## src/rtl/qn_pkg.sv

```systemverilog
// Shared types, constants and the per-bit step of the reciprocal square root search.
// Used by every module of quaternion_normalize.
package qn_pkg;

  localparam int unsigned CompW  = 16;
  localparam int unsigned FracB  = 14;
  localparam int unsigned RegW   = 33;
  localparam int unsigned SqW    = 2 * CompW;
  localparam int unsigned SumW   = SqW + 1;
  localparam int unsigned NumStg = FracB + 1;
  localparam int unsigned AccW   = 2 * SumW;
  localparam int unsigned NumC   = 4;
  localparam int unsigned FifoDepth = 4;
  localparam int unsigned FifoAw    = $clog2(FifoDepth);

  localparam logic [0:0] RegZeroThr = 1'b0;
  localparam logic [0:0] RegChgTol  = 1'b1;
  localparam logic [RegW-1:0] ChgTolRst = RegW'(2684);
  localparam logic [SumW:0] OneQ = (SumW+1)'(1) << (2 * FracB);

  typedef struct packed {
    logic [NumC-1:0]            neg;
    logic [NumC-1:0][SqW-1:0]   sq;
    logic [SumW-1:0]            sum;
    logic                       ident;
    logic                       chg;
  } item_t;

  typedef struct packed {
    logic [AccW-1:0] acc_a;
    logic [AccW-1:0] acc_b;
  } acc_t;

  // Tests candidate bit b of the scaled result given a = u^2*S, b_in = u*S, u = 2r.
  function automatic logic try_bit(input logic [AccW-1:0] a, input logic [AccW-1:0] b_in,
                                   input logic [AccW-1:0] s, input logic [AccW-1:0] m,
                                   input int unsigned bp);
    logic [AccW-1:0] t;
    t = a + (b_in << (bp + 2)) - (b_in << 1) + (s << (2 * bp + 2)) - (s << (bp + 2)) + s;
    return t <= m;
  endfunction

  function automatic acc_t take_bit(input acc_t cur, input logic [AccW-1:0] s,
                                    input int unsigned bp);
    acc_t nxt;
    nxt.acc_a = cur.acc_a + (cur.acc_b << (bp + 2)) + (s << (2 * bp + 2));
    nxt.acc_b = cur.acc_b + (s << (bp + 1));
    return nxt;
  endfunction

endpackage

```

## src/rtl/qn_front.sv

```systemverilog
// Front end: squares the components, sums them and classifies the word.
// Depends on qn_pkg.
module qn_front (
  input  logic                 clk_i,
  input  logic                 rst_ni,
  input  logic                 en_i,
  input  logic                 vld_i,
  input  logic [63:0]          data_i,
  input  logic [qn_pkg::RegW-1:0] zero_thr_i,
  input  logic [qn_pkg::RegW-1:0] chg_tol_i,
  output logic                 vld_o,
  output qn_pkg::item_t        item_o
);
  import qn_pkg::*;

  logic                       s1_vld_q;
  logic [NumC-1:0]            s1_neg_q;
  logic [NumC-1:0][SqW-1:0]   s1_sq_q;
  logic                       s2_vld_q;
  item_t                      s2_q;
  logic [NumC-1:0][CompW-1:0] mag_d;
  logic [SumW-1:0]            sum_d;
  logic [SumW:0]              dev_d;

  always_comb begin
    for (int n = 0; n < NumC; n++) begin
      mag_d[n] = data_i[n*CompW+CompW-1] ? (~data_i[n*CompW +: CompW] + CompW'(1))
                                         : data_i[n*CompW +: CompW];
    end
    sum_d = SumW'(s1_sq_q[0]) + SumW'(s1_sq_q[1]) + SumW'(s1_sq_q[2]) + SumW'(s1_sq_q[3]);
    dev_d = ({1'b0, sum_d} > OneQ) ? ({1'b0, sum_d} - OneQ) : (OneQ - {1'b0, sum_d});
  end

  always_ff @(posedge clk_i or negedge rst_ni) begin
    if (!rst_ni) begin
      s1_vld_q <= 1'b0;
      s2_vld_q <= 1'b0;
    end else if (en_i) begin
      s1_vld_q <= vld_i;
      s2_vld_q <= s1_vld_q;
    end
  end

  always_ff @(posedge clk_i) begin
    if (en_i) begin
      for (int n = 0; n < NumC; n++) begin
        s1_neg_q[n] <= data_i[n*CompW+CompW-1];
        s1_sq_q[n]  <= mag_d[n] * mag_d[n];
      end
      s2_q.neg   <= s1_neg_q;
      s2_q.sq    <= s1_sq_q;
      s2_q.sum   <= sum_d;
      s2_q.ident <= sum_d <= zero_thr_i;
      s2_q.chg   <= (sum_d <= zero_thr_i) || (dev_d > (SumW+1)'(chg_tol_i));
    end
  end

  assign vld_o  = s2_vld_q;
  assign item_o = s2_q;
endmodule

```

## config.mk

```make
export PLATFORM = sky130hd
export DESIGN_NAME = qn_front
export DESIGN_NICKNAME = d
export VERILOG_FILES = /design/src/rtl/qn_pkg.sv /design/src/rtl/qn_front.sv
export SDC_FILE = /design/constraint.sdc
export NUM_CORES = 2
export LEC_CHECK = 0
export BUFFER_PORTS_ARGS = -buffer_cell sky130_fd_sc_hd__buf_4
export CAP_MARGIN = 40
export CORE_ASPECT_RATIO = 0.6
export CORE_UTILIZATION = 55
export DETAILED_ROUTE_END_ITERATION = 6
export PLACE_DENSITY = 0.81
export SYNTH_ARGS = -nofsm -noshare
export SYNTH_HDL_FRONTEND = slang
export SYNTH_SLANG_ARGS = --single-unit
```

## constraint.sdc

```tcl
create_clock -name clk_i -period 8.1 [get_ports clk_i]
set_input_delay 0.81 -clock clk_i [delete_from_list [all_inputs] [get_ports clk_i]]
set_output_delay 0.81 -clock clk_i [all_outputs]
set_load 0.01 [all_outputs]
```

==> results.sh <==
export IMPL_drc_errors=0
export IMPL_clk_latency_ns=0.58
export IMPL_whs_ns=0.420
export IMPL_cts_made_buffers=34
export IMPL_ys_warn_count=0
export IMPL_critPathSlowestCell="fa_1"
export IMPL_hold_viol=0
export IMPL_maxSlewHeadroom_pct=36.5
export IMPL_timing_rr_end="item_o[0]$_DFFE_PP_"
export IMPL_status="completed"
export IMPL_worst_pin_slew_ns=0.953
export IMPL_required_ns=8.41
export IMPL_critPathMaxFanout=3
export IMPL_grt_max_degree=161
export IMPL_cts_clk_slew_worst_paths_ns=0.07
export IMPL_maxSlewViolCount=0
export IMPL_place_inst=6264
export IMPL_yosysSeqAreaShare_pct=20.0
export IMPL_post_route_period_util_pct=97.3
export IMPL_syn_to_final_growth_pct=18.2
export IMPL_rr_startpoint="s1_sq_q[12]$_DFFE_PP_"
export IMPL_fmax_ghz=0.127
export IMPL_grt_setup_unrepaired="true"
export IMPL_clock_skew_ns=0.0344
export IMPL_grt_pass1_vias=34941
export IMPL_portBuffers=297
export IMPL_yosys_top_cells_area="fa_1, edfxtp_1, ha_1"
export IMPL_startpoint_type="input pin"
export IMPL_rrSetupSlack_ns=0.35
export IMPL_holdCritPathClass="flip-flop to flip-flop"
export IMPL_dp_hpwl_um=105000
export IMPL_final_antenna_net_count=0
export IMPL_min_delay_start="s1_neg_q[2]$_DFFE_PP_"
export IMPL_path_common_cell="fa_1"
export IMPL_endpoint_kind="flip-flop"
export IMPL_place_congestion=1.01
export IMPL_syn_area_um2=44000
export IMPL_drv_cap=0
export IMPL_reg2reg_depth=32
export IMPL_grtUsageMet2_pct=44.8
export IMPL_drt_initial_drc_count=3071
export IMPL_vias_per_cell=5.33
export IMPL_ys_flop_type="edfxtp_1"
export IMPL_clock_sinks=293
export IMPL_cts_tree="built"
export IMPL_clockBufferDepth=3
export IMPL_synth_largest_area_cell="fa_1"
export IMPL_startpoint="data_i[20]"
export IMPL_grtUsageMet1_pct=44.6
export IMPL_layout_nets=6594
export IMPL_criticalPathCategory="input pin to flip-flop"
export IMPL_hold_end="item_o[165]$_DFFE_PP_"
export IMPL_fin_util_pct=66.4
export IMPL_initial_utilization_pct=56.2
export IMPL_wirelength_um=121000
export IMPL_drive_gt1_share_pct=16.2
export IMPL_grt_overflow=0
export IMPL_antenna_found_initial=5
export IMPL_die_area_um2=81100
export IMPL_die_w_um=367
export IMPL_fp_row_count=79
export IMPL_critPathMaxStageDelay_ns=0.53
export IMPL_hold_path_cell_count=0
export IMPL_grt_busiest_layer="met2"
export IMPL_synth_seq_cells=293
export IMPL_h_tree_depth=2
export IMPL_wl_per_cell_um=19.1
export IMPL_avgSynthCellArea_um2=9.70
export IMPL_synth_top_cell_area_share_pct=32.7
export IMPL_core_area_um2=78300
export IMPL_instances_no_fill=6340
export IMPL_grt_pass1_wl_um=191000
export IMPL_first_pass_iters=6
export IMPL_fin_crit_ns=7.88
export IMPL_ys_types=85
export IMPL_grtUsageMet3_pct=8.50
export IMPL_synthArstFlopShare_pct=0.683
export IMPL_cp_arrival_ns=8.19
export IMPL_synth_edf_count=291
export IMPL_die_h_um=221
export IMPL_cts_root_buf="clkbuf_16"
export IMPL_num_vias=33810
export IMPL_top_level_ports=302
export IMPL_fin_setup_tns_ns=0
export IMPL_setup_violations=0
export IMPL_synthCells=4533
export IMPL_grt_usage_pct=30.4
[worst max path at each step]
| stage | end | cells past startpoint |
|---|---|---|
| 6_report | s1_sq_q[62]$_DFFE_PP_ | 34 |
| 5_1_grt | item_o[0]$_DFFE_PP_ | 32 |
| 2_1_floorplan | s1_sq_q[62]$_DFFE_PP_ | 34 |
| 3_5_place_dp | s1_sq_q[95]$_DFFE_PP_ | 30 |
| 3_3_place_gp | s1_sq_q[62]$_DFFE_PP_ | 35 |
| 4_1_cts | s1_sq_q[62]$_DFFE_PP_ | 34 |
[sequential cells by signal, indices dropped and copies added, names as in the netlist]
name	cells
item_o	163
s1_sq_q	124
s1_neg_q	4
s1_vld_q	1
vld_o	1
[per-layer routing]
layer | part of all wire, % | vias up
met4 | 2.5 | 0
met2 | 42 | 1571
li1 | - | 15531
met5 | 0 | -
met1 | 43 | 16545
met3 | 12 | 163
[timing repair]
action / 4_1_cts / 5_1_grt
hold endpoints to repair: 2 / 0
resized for setup: 0 / 56
setup buffers: 0 / 12
hold buffers: 1 / 0
setup endpoints to repair: 0 / 23
[critical path: cells and delay by family]
kind	cells	cell delay [ns]
compound gates	8	1.35
xor+xnor	1	0.18
fa+ha+maj	7	3.19
buf+inv	8	0.59
simple gates	10	2.06
[Yosys cell counts, drive strengths merged (18+ instances only)]
master / n
o21a: 25
clkinv: 22
o21bai: 21
xor2: 70
fa: 719
nand2b: 26
xnor2: 156
o21ai: 79
nand3: 49
nand2: 318
and3: 21
nor2: 382
ha: 480
inv: 1244
clkbuf: 46
edfxtp: 291
nand4: 26
or3: 22
o31ai: 29
a21oi: 142
a21o: 80
a211oi: 18
nor3: 58
nor2b: 25
[cell usage in the layout (no fill, tap or decap), drive strengths merged, types with 36 or more instances in the layout]
cell,n
xnor2,156
a21oi,142
o21ai,79
nand3,49
nor3,58
nand2,318
nor2,382
clkbuf,36
a21o,80
ha,480
fa,719
xor2,70
buf,697
conb,55
inv,1258
edfxtp,291
[logic make-up (layout without fill, tap and decap cells)]
group / Yosys count / in the layout / synth area share [%]
adders and majority gates: 1199 / 1199 / 46.4
buffers and inverters: 1325 / 2025 / 11.4
DFF: 293 / 293 / 20.0
and+or+nand+nor: 994 / 994 / 10.1
xor gates and xnor gates: 226 / 226 / 4.50
other: 2 / 56 / 0.0171
muxes: 10 / 10 / 0.236
AOI/OAI and AO/OA: 484 / 484 / 7.29
[stage by stage]
stage               setup slack [ns]  cell area (um^2)
floorplan                    -0.0474             44200
global placement              -0.395             50400
detailed placement            -0.515             50400
CTS                           0.0297             51600
global route                  -0.108             52000
finish                         0.220             52000
[final cells by class]
class	instances	area [um^2]
Fill cell	6095	26300
Antenna cell	1	2.50
Multi-Input combinational cell	2968	30600
Inverter	1266	4760
Sequential cell	293	8790
Clock inverter	25	297
Clock buffer	36	880
Timing Repair Buffer	698	5280
Tap cell	1053	1320
Power is left out: the tool's default activity adds up to more than one toggle a clock period on the data nets, which glitch-free logic cannot reach.
